## src/hw/rtl/bfpm_pkg.sv

```systemverilog
// ----------------------------------------------------------------------------
// bfpm_pkg: battery fault persistence monitor package
// Shared constants, codes and payload types.
// ----------------------------------------------------------------------------
package bfpm_pkg;

  localparam int NUM_CELLS     = 6;
  localparam int TEMP_CHECK    = 1;
  localparam int BATTERY_CHECK = 1;

  localparam int CELL_GROUP = 6;
  localparam int NCOND      = 2 * CELL_GROUP + 3;
  localparam int COND_W     = 4;
  localparam int TIMER_W    = 16;
  localparam int REG_IDX_W  = 3;
  localparam int CFG_DATA_W = 16;

  localparam logic [COND_W-1:0] COND_TEMP = COND_W'(2 * CELL_GROUP);
  localparam logic [COND_W-1:0] COND_CURR = COND_W'(2 * CELL_GROUP + 1);
  localparam logic [COND_W-1:0] COND_BATT = COND_W'(2 * CELL_GROUP + 2);

  // request codes
  localparam logic [1:0] REQ_EVAL    = 2'd0;
  localparam logic [1:0] REQ_TICK    = 2'd1;
  localparam logic [1:0] REQ_ENABLE  = 2'd2;
  localparam logic [1:0] REQ_DISABLE = 2'd3;

  // relay event codes
  localparam logic [1:0] RELAY_NONE    = 2'd0;
  localparam logic [1:0] RELAY_ENABLE  = 2'd1;
  localparam logic [1:0] RELAY_DISABLE = 2'd2;

  // register indexes
  localparam logic [REG_IDX_W-1:0] REG_CELL_MIN     = 3'd0;
  localparam logic [REG_IDX_W-1:0] REG_CELL_MAX     = 3'd1;
  localparam logic [REG_IDX_W-1:0] REG_TEMP_MAX     = 3'd2;
  localparam logic [REG_IDX_W-1:0] REG_CURRENT_MAX  = 3'd3;
  localparam logic [REG_IDX_W-1:0] REG_BATT_LEVEL   = 3'd4;
  localparam logic [REG_IDX_W-1:0] REG_CELL_TIMEOUT = 3'd5;
  localparam logic [REG_IDX_W-1:0] REG_PACK_TIMEOUT = 3'd6;
  localparam logic [REG_IDX_W-1:0] REG_COND_MASK    = 3'd7;

  typedef struct packed {
    logic [1:0]         req_type;
    logic [15:0]        cell_voltage_0;
    logic [15:0]        cell_voltage_1;
    logic [15:0]        cell_voltage_2;
    logic [15:0]        cell_voltage_3;
    logic [15:0]        cell_voltage_4;
    logic [15:0]        cell_voltage_5;
    logic signed [15:0] pack_temperature;
    logic signed [15:0] pack_current;
    logic               battery_present;
  } in_beat_t;

  typedef struct packed {
    logic              error_active;
    logic              output_enabled;
    logic              cause_valid;
    logic [COND_W-1:0] cause_id;
    logic [COND_W-1:0] trip_cause;
    logic [1:0]        relay_event;
  } out_beat_t;

  typedef struct packed {
    logic [15:0]        cell_min_mv;
    logic [15:0]        cell_max_mv;
    logic signed [15:0] temp_max;
    logic signed [15:0] current_max;
    logic               battery_error_level;
    logic [TIMER_W-1:0] cell_timeout_ms;
    logic [TIMER_W-1:0] pack_timeout_ms;
    logic [NCOND-1:0]   condition_enable_mask;
  } cfg_regs_t;

  // per-cycle command to every timer cell
  typedef struct packed {
    logic eval;
    logic tick;
    logic reload;
  } cell_ctrl_t;

endpackage

```

## src/hw/rtl/bfpm_if.sv

```systemverilog
// ----------------------------------------------------------------------------
// bfpm_if: channel interfaces
// Input beat, result beat and register write channels.
// ----------------------------------------------------------------------------
interface bfpm_in_if;
  import bfpm_pkg::*;
  logic     valid;
  logic     ready;
  in_beat_t data;
  modport source (output valid, output data, input ready);
  modport sink   (input valid, input data, output ready);
endinterface

interface bfpm_out_if;
  import bfpm_pkg::*;
  logic      valid;
  logic      ready;
  out_beat_t data;
  modport source (output valid, output data, input ready);
  modport sink   (input valid, input data, output ready);
endinterface

interface bfpm_cfg_if;
  import bfpm_pkg::*;
  logic                  valid;
  logic                  ready;
  logic [REG_IDX_W-1:0]  index;
  logic [CFG_DATA_W-1:0] data;
  modport source (output valid, output index, output data, input ready);
  modport sink   (input valid, input index, input data, output ready);
endinterface

```

## src/hw/rtl/bfpm_cond.sv

```systemverilog
// ----------------------------------------------------------------------------
// bfpm_cond: condition compare
// Flags every enabled condition that is failing for the current beat.
// ----------------------------------------------------------------------------
module bfpm_cond (
  input  bfpm_pkg::in_beat_t         beat,
  input  bfpm_pkg::cfg_regs_t        cfg,
  input  logic                       out_enabled,
  output logic [bfpm_pkg::NCOND-1:0] fail
);
  import bfpm_pkg::*;

  logic [CELL_GROUP-1:0][15:0] volt;
  logic [NCOND-1:0]            bad;

  assign volt = {beat.cell_voltage_5, beat.cell_voltage_4, beat.cell_voltage_3,
                 beat.cell_voltage_2, beat.cell_voltage_1, beat.cell_voltage_0};

  always_comb begin
    bad = '0;
    for (int c = 0; c < CELL_GROUP; c++) begin
      if (c < NUM_CELLS) begin
        bad[c]              = volt[c] < cfg.cell_min_mv;
        bad[c + CELL_GROUP] = volt[c] > cfg.cell_max_mv;
      end
    end
    bad[COND_TEMP] = (TEMP_CHECK != 0) && (beat.pack_temperature > cfg.temp_max);
    bad[COND_CURR] = beat.pack_current > cfg.current_max;
    // presence only counts while the output is on
    bad[COND_BATT] = (BATTERY_CHECK != 0) && out_enabled &&
                     (beat.battery_present == cfg.battery_error_level);
  end

  assign fail = bad & cfg.condition_enable_mask;

endmodule

```

## src/hw/rtl/bfpm_cell.sv

```systemverilog
// ----------------------------------------------------------------------------
// bfpm_cell: persistence timer cell
// One countdown timer plus one link of the lowest-index priority chain.
// ----------------------------------------------------------------------------
module bfpm_cell (
  input  logic                         clk,
  input  logic                         rst,
  input  bfpm_pkg::cell_ctrl_t         ctrl,
  input  logic                         fail,
  input  logic [bfpm_pkg::TIMER_W-1:0] timeout,
  input  logic                         hit_in,
  output logic                         hit_out,
  output logic                         first
);
  import bfpm_pkg::*;

  logic [TIMER_W-1:0] count, count_next;
  logic               running, running_next;
  logic               expired;

  // expiry looks at the count before this beat's update
  assign expired = fail && (count == '0);
  assign hit_out = hit_in | expired;
  assign first   = expired & ~hit_in;

  always_comb begin
    count_next   = count;
    running_next = running;
    priority if (ctrl.reload) begin
      count_next   = timeout;
      running_next = 1'b0;
    end else if (ctrl.eval) begin
      if (fail) begin
        running_next = 1'b1;
      end else begin
        count_next   = timeout;
        running_next = 1'b0;
      end
    end else if (ctrl.tick) begin
      if (running && count != '0) begin
        count_next = count - TIMER_W'(1);
      end
    end
  end

  always_ff @(posedge clk) begin
    if (rst) begin
      count   <= '0;
      running <= 1'b0;
    end else begin
      count   <= count_next;
      running <= running_next;
    end
  end

endmodule

```

## src/hw/rtl/battery_fault_persistence_monitor_top.sv

```systemverilog
// Each accepted input beat's result beat is registered and offered in the following cycle.
// Throughput: one beat per cycle; input ready drops only while a result
// waits in the output register and the sink is not taking it.
// Every timer cell updates in the cycle its beat is accepted.
// Reset (rst, synchronous): registers at their defaults, timers stopped at
// zero, no cause, output disabled, monitor off. No clearing pass.
// ----------------------------------------------------------------------------
// battery_fault_persistence_monitor_top: battery protection fault monitor
// Chain of 15 persistence timer cells with lowest-index cause pick, trip
// handling, register file and a registered result stage.
// ----------------------------------------------------------------------------
module battery_fault_persistence_monitor_top (
  input logic        clk,
  input logic        rst,
  bfpm_in_if.sink    in_ch,
  bfpm_out_if.source out_ch,
  bfpm_cfg_if.sink   cfg_ch
);
  import bfpm_pkg::*;

  // --------------------------------------------------------------------------
  // Register file. Writes always accepted; every index maps to a register.
  // --------------------------------------------------------------------------
  cfg_regs_t cfg;

  assign cfg_ch.ready = 1'b1;

  always_ff @(posedge clk) begin
    if (rst) begin
      cfg.cell_min_mv           <= 16'd3000;
      cfg.cell_max_mv           <= 16'd4200;
      cfg.temp_max              <= 16'sd600;
      cfg.current_max           <= 16'sd5000;
      cfg.battery_error_level   <= 1'b0;
      cfg.cell_timeout_ms       <= TIMER_W'(1000);
      cfg.pack_timeout_ms       <= TIMER_W'(1000);
      cfg.condition_enable_mask <= '1;
    end else if (cfg_ch.valid) begin
      unique case (cfg_ch.index)
        REG_CELL_MIN:     cfg.cell_min_mv           <= cfg_ch.data;
        REG_CELL_MAX:     cfg.cell_max_mv           <= cfg_ch.data;
        REG_TEMP_MAX:     cfg.temp_max              <= cfg_ch.data;
        REG_CURRENT_MAX:  cfg.current_max           <= cfg_ch.data;
        REG_BATT_LEVEL:   cfg.battery_error_level   <= cfg_ch.data[0];
        REG_CELL_TIMEOUT: cfg.cell_timeout_ms       <= cfg_ch.data[TIMER_W-1:0];
        REG_PACK_TIMEOUT: cfg.pack_timeout_ms       <= cfg_ch.data[TIMER_W-1:0];
        REG_COND_MASK:    cfg.condition_enable_mask <= cfg_ch.data[NCOND-1:0];
        default: ;
      endcase
    end
  end

  // --------------------------------------------------------------------------
  // Handshake: result register in front of the sink, so a new beat enters
  // whenever the held result leaves in the same cycle.
  // --------------------------------------------------------------------------
  logic      out_valid;
  out_beat_t out_data;
  logic      accept;

  assign in_ch.ready = !out_valid || out_ch.ready;
  assign accept      = in_ch.valid && in_ch.ready;

  // --------------------------------------------------------------------------
  // Monitor state
  // --------------------------------------------------------------------------
  logic              out_enabled, out_enabled_next;
  logic              monitor_on, monitor_on_next;
  logic              cause_present, cause_present_next;
  logic [COND_W-1:0] cause_reg, cause_reg_next;
  logic [COND_W-1:0] last_trip, last_trip_next;
  logic [1:0]        relay;

  logic              is_eval, is_tick, is_cmd;
  logic              trip;
  cell_ctrl_t        ctrl;

  assign is_eval = accept && (in_ch.data.req_type == REQ_EVAL) && monitor_on;
  assign is_tick = accept && (in_ch.data.req_type == REQ_TICK);
  assign is_cmd  = accept && ((in_ch.data.req_type == REQ_ENABLE) ||
                              (in_ch.data.req_type == REQ_DISABLE));

  // --------------------------------------------------------------------------
  // Condition compare and timer cell chain. The chain carries "a lower id
  // already expired" from cell 0 upward; its tail is the error flag.
  // --------------------------------------------------------------------------
  logic [NCOND-1:0] fail;
  logic [NCOND:0]   hit;
  logic [NCOND-1:0] first;
  logic             err;

  bfpm_cond u_cond (
    .beat        (in_ch.data),
    .cfg         (cfg),
    .out_enabled (out_enabled),
    .fail        (fail)
  );

  assign hit[0] = 1'b0;

  for (genvar i = 0; i < NCOND; i++) begin : g_cell
    bfpm_cell u_cell (
      .clk     (clk),
      .rst     (rst),
      .ctrl    (ctrl),
      .fail    (fail[i]),
      .timeout ((i < 2 * CELL_GROUP) ? cfg.cell_timeout_ms : cfg.pack_timeout_ms),
      .hit_in  (hit[i]),
      .hit_out (hit[i+1]),
      .first   (first[i])
    );
  end

  assign err  = is_eval && hit[NCOND];
  assign trip = err && out_enabled;

  // trip reloads all timers just like enable / disable
  assign ctrl.eval   = is_eval;
  assign ctrl.tick   = is_tick;
  assign ctrl.reload = is_cmd || trip;

  // lowest expired id (first[] is one-hot or empty)
  logic [COND_W-1:0] pick;
  always_comb begin
    pick = '0;
    for (int i = 0; i < NCOND; i++) begin
      if (first[i]) pick = pick | COND_W'(i);
    end
  end

  // does the latched cause still fail? ids past the list count as ok
  logic [(1 << COND_W)-1:0] fail_ext;
  logic                     cause_held;

  assign fail_ext   = {{((1 << COND_W) - NCOND){1'b0}}, fail};
  assign cause_held = cause_present && fail_ext[cause_reg];

  always_comb begin
    out_enabled_next   = out_enabled;
    monitor_on_next    = monitor_on;
    cause_present_next = cause_present;
    cause_reg_next     = cause_reg;
    last_trip_next     = last_trip;
    relay              = RELAY_NONE;
    if (is_eval) begin
      cause_present_next = cause_held;
      if (!cause_held && err) begin
        cause_present_next = 1'b1;
        cause_reg_next     = pick;
      end
      if (trip) begin
        last_trip_next   = cause_held ? cause_reg : pick;
        out_enabled_next = 1'b0;
        relay            = RELAY_DISABLE;
      end
    end else if (is_cmd) begin
      out_enabled_next = (in_ch.data.req_type == REQ_ENABLE);
      monitor_on_next  = 1'b1;
      relay = (in_ch.data.req_type == REQ_ENABLE) ? RELAY_ENABLE : RELAY_DISABLE;
    end
  end

  always_ff @(posedge clk) begin
    if (rst) begin
      out_enabled   <= 1'b0;
      monitor_on    <= 1'b0;
      cause_present <= 1'b0;
      cause_reg     <= '0;
      last_trip     <= '0;
    end else begin
      out_enabled   <= out_enabled_next;
      monitor_on    <= monitor_on_next;
      cause_present <= cause_present_next;
      cause_reg     <= cause_reg_next;
      last_trip     <= last_trip_next;
    end
  end

  // --------------------------------------------------------------------------
  // Result register
  // --------------------------------------------------------------------------
  always_ff @(posedge clk) begin
    if (rst) begin
      out_valid <= 1'b0;
    end else if (accept) begin
      out_valid <= 1'b1;
    end else if (out_ch.ready) begin
      out_valid <= 1'b0;
    end
  end

  always_ff @(posedge clk) begin
    if (accept) begin
      out_data.error_active   <= err;
      out_data.output_enabled <= out_enabled_next;
      out_data.cause_valid    <= cause_present_next;
      out_data.cause_id       <= cause_present_next ? cause_reg_next : '0;
      out_data.trip_cause     <= last_trip_next;
      out_data.relay_event    <= relay;
    end
  end

  assign out_ch.valid = out_valid;
  assign out_ch.data  = out_data;

  // --------------------------------------------------------------------------
  // Assertions
  // --------------------------------------------------------------------------
  a_trip_result: assert property (@(posedge clk) disable iff (rst)
    trip |=> out_ch.valid && !out_ch.data.output_enabled &&
             out_ch.data.relay_event == RELAY_DISABLE && !out_enabled)
    else $error("trip did not disable the output");

  a_first_onehot: assert property (@(posedge clk) disable iff (rst)
    $onehot0(first))
    else $error("more than one cell claims lowest expired");

  a_cause_range: assert property (@(posedge clk) disable iff (rst)
    cause_present |-> cause_reg < COND_W'(NCOND))
    else $error("latched cause out of range");

  a_off_no_error: assert property (@(posedge clk) disable iff (rst)
    (accept && !monitor_on) |=> !out_ch.data.error_active)
    else $error("error reported while monitor is off");

endmodule
```

## src/flat_wrapper.sv

```systemverilog
// flat-port wrapper written by rule: the top's interface ports become plain ports
module battery_fault_persistence_monitor_top_flat import bfpm_pkg::*;
  (clk, rst, in_ch_valid, in_ch_data, in_ch_ready, out_ch_valid, out_ch_data, out_ch_ready, cfg_ch_valid, cfg_ch_index, cfg_ch_data, cfg_ch_ready);
  bfpm_in_if in_ch_i ();
  bfpm_out_if out_ch_i ();
  bfpm_cfg_if cfg_ch_i ();
  input logic clk;
  input logic rst;
  input wire logic [$bits(in_ch_i.valid)-1:0] in_ch_valid;
  input wire logic [$bits(in_ch_i.data)-1:0] in_ch_data;
  output wire logic [$bits(in_ch_i.ready)-1:0] in_ch_ready;
  output wire logic [$bits(out_ch_i.valid)-1:0] out_ch_valid;
  output wire logic [$bits(out_ch_i.data)-1:0] out_ch_data;
  input wire logic [$bits(out_ch_i.ready)-1:0] out_ch_ready;
  input wire logic [$bits(cfg_ch_i.valid)-1:0] cfg_ch_valid;
  input wire logic [$bits(cfg_ch_i.index)-1:0] cfg_ch_index;
  input wire logic [$bits(cfg_ch_i.data)-1:0] cfg_ch_data;
  output wire logic [$bits(cfg_ch_i.ready)-1:0] cfg_ch_ready;
  assign in_ch_i.valid = in_ch_valid;
  assign in_ch_i.data = in_ch_data;
  assign in_ch_ready = in_ch_i.ready;
  assign out_ch_valid = out_ch_i.valid;
  assign out_ch_data = out_ch_i.data;
  assign out_ch_i.ready = out_ch_ready;
  assign cfg_ch_i.valid = cfg_ch_valid;
  assign cfg_ch_i.index = cfg_ch_index;
  assign cfg_ch_i.data = cfg_ch_data;
  assign cfg_ch_ready = cfg_ch_i.ready;
  battery_fault_persistence_monitor_top u_core (.clk(clk), .rst(rst), .in_ch(in_ch_i), .out_ch(out_ch_i), .cfg_ch(cfg_ch_i));
endmodule
```

## config.mk

```make
export PLATFORM = sky130hd
export DESIGN_NAME = battery_fault_persistence_monitor_top_flat
export DESIGN_NICKNAME = d
export VERILOG_FILES = /design/src/hw/rtl/bfpm_pkg.sv /design/src/hw/rtl/bfpm_if.sv /design/src/hw/rtl/bfpm_cond.sv /design/src/hw/rtl/bfpm_cell.sv /design/src/hw/rtl/battery_fault_persistence_monitor_top.sv /design/src/flat_wrapper.sv
export SDC_FILE = /design/constraint.sdc
export NUM_CORES = 1
export LEC_CHECK = 0
export BUFFER_PORTS_ARGS = -buffer_cell sky130_fd_sc_hd__buf_2
export CAP_MARGIN = 20
export CORE_MARGIN = 2
export CORE_UTILIZATION = 40
export DETAILED_ROUTE_END_ITERATION = 8
export HOLD_SLACK_MARGIN = 0.1
export SLEW_MARGIN = 20
export SYNTH_ARGS = -nofsm -noshare
export SYNTH_HDL_FRONTEND = slang
export SYNTH_SLANG_ARGS = --single-unit
```

## constraint.sdc

```tcl
create_clock -name clk -period 4.7 [get_ports clk]
set_input_delay 0.705 -clock clk [delete_from_list [all_inputs] [get_ports clk]]
set_output_delay 0.705 -clock clk [all_outputs]
set_load 0.02 [all_outputs]
```

==> run summary <==
Status -> finished, final reports clean
Fin. max-slew vios -> 0
Clock period minus worst slack -> 4.44 ns
Post-Route WL -> 90700 µm
CP top delay family -> simple AND/OR/NAND/NOR gates
I/O Pins -> 171
R2r endpoint -> u_core.out_ch.data[6]
Synth cell count leaders -> 439 x nand2_1, 422 x a21oi_1, 379 x dfxtp_1
CP arrival -> 4.90 ns
Avg Cell Area, Syn -> 7.49 µm²
Clock Tree Root -> clkbuf_16
Global Route Usage Sum -> 26.6%
Vias per cell -> 5.93
Worst-Skew Late Latency -> 0.60 ns
Maximum level of the CTS H-tree -> 2
Yosys top cell by area -> dfxtp_1
Layout cells sized above 1 -> 10.9%
CTS sink count -> 392
Post-synth EDFFs -> 13
Max-Cap Viols -> 0
Largest net degree at the start of global routing -> 169
GP Congestion -> 0.960
Hold slack -> 0.370 ns
P per Cell Area -> 357 mW/mm²
Setup tns final -> 0 ns
CP required -> 5.15 ns
Max VDD drop -> 0.000245 V
Buffers & Inverters on Critical Path -> 1
Setup bufs post-CTS -> 0
Placed cells -> 4299
DP HPWL -> 64100 µm
Cell row count -> 92
R2R depth -> 12
Setup CP Type -> flop to flop
Core area -> 0.0629 mm²
DRT iter0 DRCs -> 2404
Vias in the first global route -> 23590
Switching share of power -> 34.3%
Most common cell in the netlist -> nand2_1
Worst setup SP type -> flop
Nets@finish -> 3889
#FFs+latches synth -> 392
Hold_sp -> in_ch_valid
DRC -> 0
Largest register FFs -> 240
Via Count -> 26009
Critical-path maximum fanout -> 6
Mapped cell area -> 0.0254 mm²
Layout Skew -> 0.0288 ns
Top FF cell, synth -> dfxtp_1
Synthesis-to-finish area growth -> 13.4%
Synth warn -> 0
Power share of the sequential group -> 36.3%
Die span in y -> 256 µm
Post-placement cell area -> 0.0272 mm²
Unrepaired setup endpoints after global routing -> no
Antenna violations before repair -> 8
Pre-antenna DRT Iters -> 6
Gate count after technology mapping -> 3387
Fill count -> 6440
Area contributors post-synth -> dfxtp_1 30%, ha_1 11%, a21oi_1 8.3%
Biggest register -> u_core.g_cell.u_cell.count
Top-area cell type share of the netlist area -> 29.9%
Metal-1 WL -> 40900 µm
Critical Path Max Stage Delay -> 0.50 ns
Global-route wire length before repair -> 139000 µm
Clock buffer depth -> 3
Worst slew margin -> 24.0%
CP dominant cell by count -> and3_1
Layout Cells excl Fill -> 4386
Top sig layer -> met4
Leak -> 11.4 nW
R2r setup slk -> 0.26 ns
Hold EP -> u_core.out_ch.valid
CTS tree -> yes
DR WL met3 -> 6040 µm
Cts repair resizes -> 0
Hold Path Stages -> 3
Met2 wire length -> 40200 µm
Hold Crit Class -> primary input to flop
Worst Tran Pin Value -> 1.14 ns
Final setup fails -> 0
Clk slew on worst S/H paths -> 0.06 ns
Mapped Nets -> 3775
Final Cycle Share -> 94.5%
Wire per inst -> 20.7 µm
Crit-path slowest cell -> or3b_2
Crit-path cells -> inv_1, ha_1, and4_1, and3_1, a221oi_1, nand3_1, and2_1, mux4_2, or3b_2, and3_1, a311oi_2, a22o_1
Combinational share of power -> 28.2%
Critical Path Sink Type -> flop
Async S/R FF share, synth -> 0%
Hold Buf Count CTS -> 0
Final ANT Viol Nets -> 0
Fin. Hold Viols -> 0
Max Freq -> 225 MHz
Int Pwr -> 6.74 mW
Psw -> 3.52 mW
Largest registers -> u_core.g_cell.u_cell.count: 240 flops, u_core.cfg: 112 flops, u_core.g_cell.u_cell.running: 15 flops
Register area share after synthesis -> 31.5%
CTS Buf Count -> 46
Grt ovf -> 0
Fin area -> 0.0287 mm²
Worst R2R Start -> u_core.cfg[90]
Initial core utilization -> 40.3%
Die area -> 0.0654 mm²
Synth cell types -> 89
PortBufs -> 169
Die Width -> 256 µm
Clk pwr share -> 35.5%
==> logic make-up (layout without fill, tap and decap cells) <==
group,after synthesis,after routing,synth area share [%]
buffers and inverters,371,517,5.82
xor gates and xnor gates,1,1,0.0346
other,1,8,0.0148
DFF,392,392,31.5
AOI/OAI and AO/OA,1117,1117,27.1
muxes,10,10,0.454
and+or+nand+nor,1262,1262,23.6
adders and majority gates,233,233,11.5
==> metal layers <==
| metal | track usage [%] | vias up |
|---|---|---|
| li1 | - | 12648 |
| met1 | 37.4 | 12208 |
| met2 | 41.7 | 952 |
| met3 | 2.97 | 201 |
| met4 | 10.7 | 0 |
| met5 | 0 | - |
==> metrics by stage <==
| step | setup slack (ns) | power [mW] | utilization, % |
|---|---|---|---|
| final | 0.257 | 10.3 | 45.7 |
| after detailed placement | 0.0884 | 6.62 | 43.3 |
| after global placement | 0.138 | 6.62 | 43.3 |
| after CTS | 0.290 | 10.3 | 45.7 |
| after global routing | 0.0861 | 10.8 | 45.7 |
| after floorplan | 0.892 | 5.75 | - |
==> worst max-delay path by stage <==
stage	start	end	slack [ns]	cells after the start
after floorplan	in_ch_data[92]	u_core.out_ch.data[8]	0.89	10
after global placement	in_ch_data[95]	u_core.g_cell[14].u_cell.count[9]	0.14	13
after detailed placement	in_ch_data[95]	u_core.g_cell[14].u_cell.count[9]	0.09	13
after CTS	u_core.cfg[91]	u_core.g_cell[14].u_cell.count[3]	0.29	13
after global routing	u_core.cfg[92]	u_core.out_ch.data[6]	0.09	12
final	u_core.cfg[90]	u_core.out_ch.data[6]	0.26	12
==> tightest hold or removal path, cell delays in order <==
cell and delay [ns]:
buf_2 0.11, inv_1 0.05, a21oi_1 0.05
==> cells in the final DEF (no fill, tap or decap), types with 9 or more instances in the layout <==
master | Yosys | layout
nand2_1 | 439 | 438
a21oi_1 | 422 | 422
dfxtp_1 | 379 | 379
nor2_1 | 293 | 291
o21ai_0 | 271 | 270
ha_1 | 233 | 233
inv_1 | 181 | 180
buf_2 | 27 | 168
nor3_1 | 125 | 123
nand3_1 | 94 | 93
buf_4 | 2 | 83
o32ai_1 | 69 | 69
o211ai_1 | 60 | 60
a31oi_1 | 56 | 56
a211oi_1 | 46 | 46
clkbuf_16 | 0 | 46
or3_1 | 45 | 45
and3_1 | 37 | 37
nand4_1 | 35 | 35
nand2b_1 | 32 | 32
nor4_1 | 32 | 32
and2_1 | 23 | 23
a32o_1 | 22 | 22
o31ai_1 | 22 | 21
a21o_1 | 19 | 19
nor2b_1 | 15 | 15
or4_1 | 15 | 15
o21a_1 | 15 | 15
and4_1 | 14 | 14
edfxtp_1 | 13 | 13
nand3b_1 | 11 | 11
clkbuf_1 | 143 | 11
a31o_2 | 10 | 10
o41ai_1 | 10 | 10
a211o_1 | 9 | 9
clkbuf_8 | 0 | 9
==> area by class of cell <==
| type | count | area, µm² | area share [%] |
|---|---|---|---|
| clock inverters | 14 | 190 | 0.662 |
| clock buffers | 66 | 1320 | 4.58 |
| multi-input cells | 2624 | 15900 | 55.5 |
| flip-flops and latches | 392 | 7980 | 27.7 |
| well taps | 846 | 1060 | 3.68 |
| inverters | 181 | 682 | 2.37 |
| repair buffers | 256 | 1560 | 5.42 |
| diodes | 7 | 17.5 | 0.0609 |
==> power groups by stage <==
stage	Clock (mW)	Combinational [mW]	Sequential [mW]
detailed placement	0	2.82	3.79
finish	3.64	2.89	3.73
CTS	3.71	2.84	3.72
global route	3.83	3.20	3.76
floorplan	0	2.00	3.75
global placement	0	2.82	3.79
Note: power is estimated with default switching activity, not from simulation.
